===== src/ipid_pkg.sv =====
package ipid_pkg;

    localparam int DATA_W  = 32;
    localparam int FRAC_W  = 16;
    localparam int LIM_W   = DATA_W - 1;
    // e - 2*e1 + e2 needs two bits beyond the sample width; OPND_W gives it three.
    localparam int OPND_W  = DATA_W + 3;
    localparam int PROD_W  = DATA_W + OPND_W;
    localparam int TERM_W  = PROD_W - FRAC_W;
    localparam int ACC_W   = TERM_W + 3;
    localparam int CFG_IDX_W = 3;

    typedef enum logic [CFG_IDX_W-1:0] {
        REG_GAIN_P     = 3'd0,
        REG_GAIN_I     = 3'd1,
        REG_GAIN_D     = 3'd2,
        REG_OUT_LIMIT  = 3'd3,
        REG_SEP_LIMIT  = 3'd4,
        REG_SEP_ENABLE = 3'd5
    } cfg_idx_t;

    typedef enum logic {
        REQ_STEP  = 1'b0,
        REQ_CLEAR = 1'b1
    } req_code_t;

endpackage


===== src/ipid_mulq.sv =====
module ipid_mulq import ipid_pkg::*;
(
    input  logic signed [DATA_W-1:0] gain,
    input  logic signed [OPND_W-1:0] operand,
    output logic signed [TERM_W-1:0] term
);

    logic signed [PROD_W-1:0] prod;

    // Dropping the low fraction bits of the exact product floors toward minus infinity.
    assign prod = gain * operand;
    assign term = prod[PROD_W-1:FRAC_W];

endmodule


===== config.mk =====
export PLATFORM = sky130hd
export DESIGN_NAME = ipid_mulq
export DESIGN_NICKNAME = d
export VERILOG_FILES = /design/src/ipid_pkg.sv /design/src/ipid_mulq.sv
export SDC_FILE = /design/constraint.sdc
export NUM_CORES = 2
export LEC_CHECK = 0
export BUFFER_PORTS_ARGS = -buffer_cell sky130_fd_sc_hd__buf_4
export CAP_MARGIN = 0
export CORE_MARGIN = 2
export CORE_UTILIZATION = 35
export DETAILED_ROUTE_END_ITERATION = 12
export PLACE_DENSITY_LB_ADDON = 0.15
export SLEW_MARGIN = 20
export SYNTH_ARGS = -nofsm -noshare
export SYNTH_HDL_FRONTEND = slang
export SYNTH_SLANG_ARGS = --single-unit

===== constraint.sdc =====
create_clock -name vclk -period 15.8
set_input_delay 3.16 -clock vclk [all_inputs]
set_output_delay 3.16 -clock vclk [all_outputs]
set_load 0.02 [all_outputs]

==> impl_summary.txt <==
----------------------------------------------------
[Status]
  Run status ... completed

[CTS]
  Count of instances resized after the clock tree is built ... 0
  Hold-fix buffers, CTS ... 0
  Total setup buffers inserted after CTS ... 0

[Worst setup path]
  CP most frequent cell ... fa_1
  Slowest CP cell ... fa_1
  WP data required ... 12.64 ns
  CP Capture Point ... term[41]
  Worst setup path startpoint ... gain[2]
  Sequence of cells on the critical path ... buf_4 > nand2_1 > inv_1 > fa_1 > fa_1 > fa_1 > fa_1 > fa_1 > fa_1 > fa_1 > fa_1 > ha_1 > and3_1 > and2_1 > nand3_1 > nor2_1 > and3_1 > a211oi_1 > o31ai_1 > xor2_1 > buf_4
  Start-to-end type of the worst setup path ... input port to output port
  Data arrival time of the worst path ... 11.65 ns
  CP startpoint kind ... input port
  Maximum net fanout on the critical path ... 35
  Category of the worst setup path capture point ... output port
  Max incr delay on CP ... 0.90 ns

[GRT]
  GRT Residual Overflow ... 0
  Wire length of the first global-routing pass ... 186600 µm
  Initial antenna violation count ... 2
  Via count of the first global-routing pass ... 30430
  Maximum number of pins on one net before global-route repair ... 36
  GRT Overall Usage ... 21.46%

[Placement]
  Final RePlAce weighted congestion ... 0.8413
  Half-perimeter wire length after detailed placement ... 92630 µm
  Number of port buffers ... 118

[Synthesis]
  Synthesized netlist cell count ... 4161
  Area of the mapped netlist ... 38940 µm²
  Number of nets in the synthesized netlist ... 5585
  Sequential-to-total area share from yosys stat ... 0%
  Post-Synthesis Mean Instance Area ... 9.358 µm²
  Synth warn ... 0
  Number of distinct standard cells referenced by the synthesized netlist ... 74

[Floorplan]
  Die Wd ... 337.5 µm
  DIE HEIGHT ... 337.5 µm
  Overall die area ... 113900 µm²
  Effective utilization at floorplan ... 35.23%
  Count of pins on the block boundary ... 118
  Core footprint ... 110500 µm²
  Core Rows ... 122

[Routing]
  Remaining number of nets flagged by the antenna check after routing ... 0
  1st-iter DRT viols ... 1212
  Drt drc ... 0
  Total Routed Length ... 115600 µm
  Vias after detailed routing ... 26460
  First-pass iteration count of the detailed router ... 5
  Detail-routed via count per cell ... 4.766
  Drt wl/cell ... 20.82 µm

[Final layout]
  Flip-flop and latch area ... 0 µm²
  Area growth from synthesis to layout ... 5.013%
  Seq cells ... 0
  Share of post-route cells with drive strength above 1 ... 3.644%
  Clkbuf count ... 0
  Final #Nets ... 5488

[Timing]
  Period utilisation layout ... 93.70%
  Final Hold Viols ... 0
  Final setup TNS ... 0 ns
  Highest achievable clock rate ... 67.54 MHz
  Min Clock Period, post-route ... 14.81 ns
  Transition time at the pin with the least slew margin ... 0.8817 ns
  Count of endpoints failing setup in the final report ... 0
  Setup repair after global routing missed its margin ... no
  Max_slew headroom ... 41.22%
  Final slew viol count ... 0

[Worst hold path]
  Min-Delay Path Class ... input port to output port
  Hold path startpoint ... gain[0]

[Run]
  Max_cap viols ... 0

----------------------------------------------------
[how the worst min path moves through the flow]
stage | endpoint | slack [ns] | cells past startpoint
3_5_place_dp | term[3] | 7.62 | 7
2_1_floorplan | term[3] | 6.95 | 5
4_1_cts | term[3] | 7.64 | 7
3_3_place_gp | term[3] | 7.64 | 7
6_report | term[3] | 7.62 | 7
5_1_grt | term[3] | 7.71 | 7
[synthesized netlist by cell type, types with 2 or more instances]
| cell | number | area, µm² |
|---|---|---|
| o21ai_1 | 10 | 50.05 |
| nand2b_1 | 7 | 43.79 |
| o21ai_0 | 15 | 75.07 |
| nand3_1 | 11 | 55.05 |
| o211ai_1 | 8 | 60.06 |
| nand2_1 | 573 | 2151 |
| a21boi_1 | 4 | 30.03 |
| clkbuf_1 | 215 | 807.0 |
| fa_1 | 1171 | 23440 |
| nor3b_1 | 2 | 15.01 |
| xor2_1 | 16 | 140.1 |
| nor2_1 | 54 | 202.7 |
| a211o_1 | 5 | 43.79 |
| and3_1 | 13 | 81.33 |
| o211a_1 | 2 | 20.02 |
| nand4_1 | 12 | 75.07 |
| nor2b_1 | 4 | 25.02 |
| xnor2_1 | 47 | 411.6 |
| o2111ai_1 | 2 | 17.52 |
| a21boi_0 | 2 | 15.01 |
| and2_1 | 552 | 3453 |
| ha_1 | 186 | 2327 |
| a21oi_1 | 53 | 265.3 |
| nor3_1 | 9 | 45.04 |
| a21o_1 | 45 | 337.8 |
| inv_1 | 1053 | 3953 |
| or3_1 | 3 | 18.77 |
| a311o_1 | 2 | 20.02 |
| a31oi_1 | 10 | 62.56 |
| nor4_1 | 2 | 12.51 |
| o21bai_2 | 2 | 22.52 |
| a211oi_1 | 7 | 52.55 |
| o21a_1 | 3 | 22.52 |
| o21bai_1 | 12 | 90.09 |
| a2111oi_0 | 3 | 26.28 |
| buf_2 | 6 | 30.03 |
| o41ai_1 | 2 | 17.52 |
| mux2i_1 | 2 | 20.02 |
[cell type report]
cell class / instances / area (µm²)
Inverter: 1054 / 3956
Multi-Input combinational cell: 2884 / 34140
Fill cell: 11430 / 69630
Antenna cell: 2 / 5.005
Tap cell: 1488 / 1862
Timing Repair Buffer: 124 / 930.9
[cell usage in the layout (no fill, tap or decap), types with 3 or more instances in the layout]
master     Yosys  final
fa_1        1171   1171
inv_1       1053   1053
nand2_1      573    573
and2_1       552    552
ha_1         186    186
buf_4          1    124
nor2_1        54     54
a21oi_1       53     53
xnor2_1       47     47
a21o_1        45     45
xor2_1        16     16
o21ai_0       15     15
and3_1        13     13
nand4_1       12     12
o21bai_1      12     12
nand3_1       11     11
a31oi_1       10     10
o21ai_1       10      9
nor3_1         9      9
o211ai_1       8      8
a211oi_1       7      7
nand2b_1       7      7
a211o_1        5      5
nor2b_1        4      4
a21boi_1       4      4
o21a_1         3      3
or3_1          3      3
a2111oi_0      3      3
[per-stage QoR]
stage | area (µm²) | hold slack (ns) | worst slack (ns) | util, % | std cells
floorplan | 38940 | 6.951 | 1.916 | - | 4161
global placement | 40880 | 7.638 | 1.063 | 36.99 | 5550
detailed placement | 40890 | 7.623 | 1.042 | 37.00 | 5550
CTS | 40890 | 7.640 | 1.001 | 37.00 | 5550
global route | 40890 | 7.713 | 0.5780 | 37.00 | 5550
finish | 40890 | 7.623 | 0.9948 | 37.00 | 5552
[routing by layer]
layer / global-route usage (%) / part of all wire [%]
met5: 0 / 0.0086
met4: 1.693 / 0.92
met3: 2.122 / 4.8
met2: 35.91 / 48
met1: 31.35 / 47
[critical path, delay by kind of cell]
| family | cells | cell delay [ns] |
|---|---|---|
| AO/OA/AOI/OAI | 2 | 0.58 |
| XOR/XNOR | 1 | 0.29 |
| adder cells (fa/ha/maj) | 9 | 4.82 |
| buffers and inverters | 3 | 0.79 |
| AND/OR/NAND/NOR | 6 | 1.97 |
[cells by family after synthesis]
logic type	synth area share, %
buffers and inverters	12.34
and+or+nand+nor	16.03
muxes	0.05141
xor gates and xnor gates	1.417
adders and majority gates	66.18
AOI/OAI and AO/OA	3.978
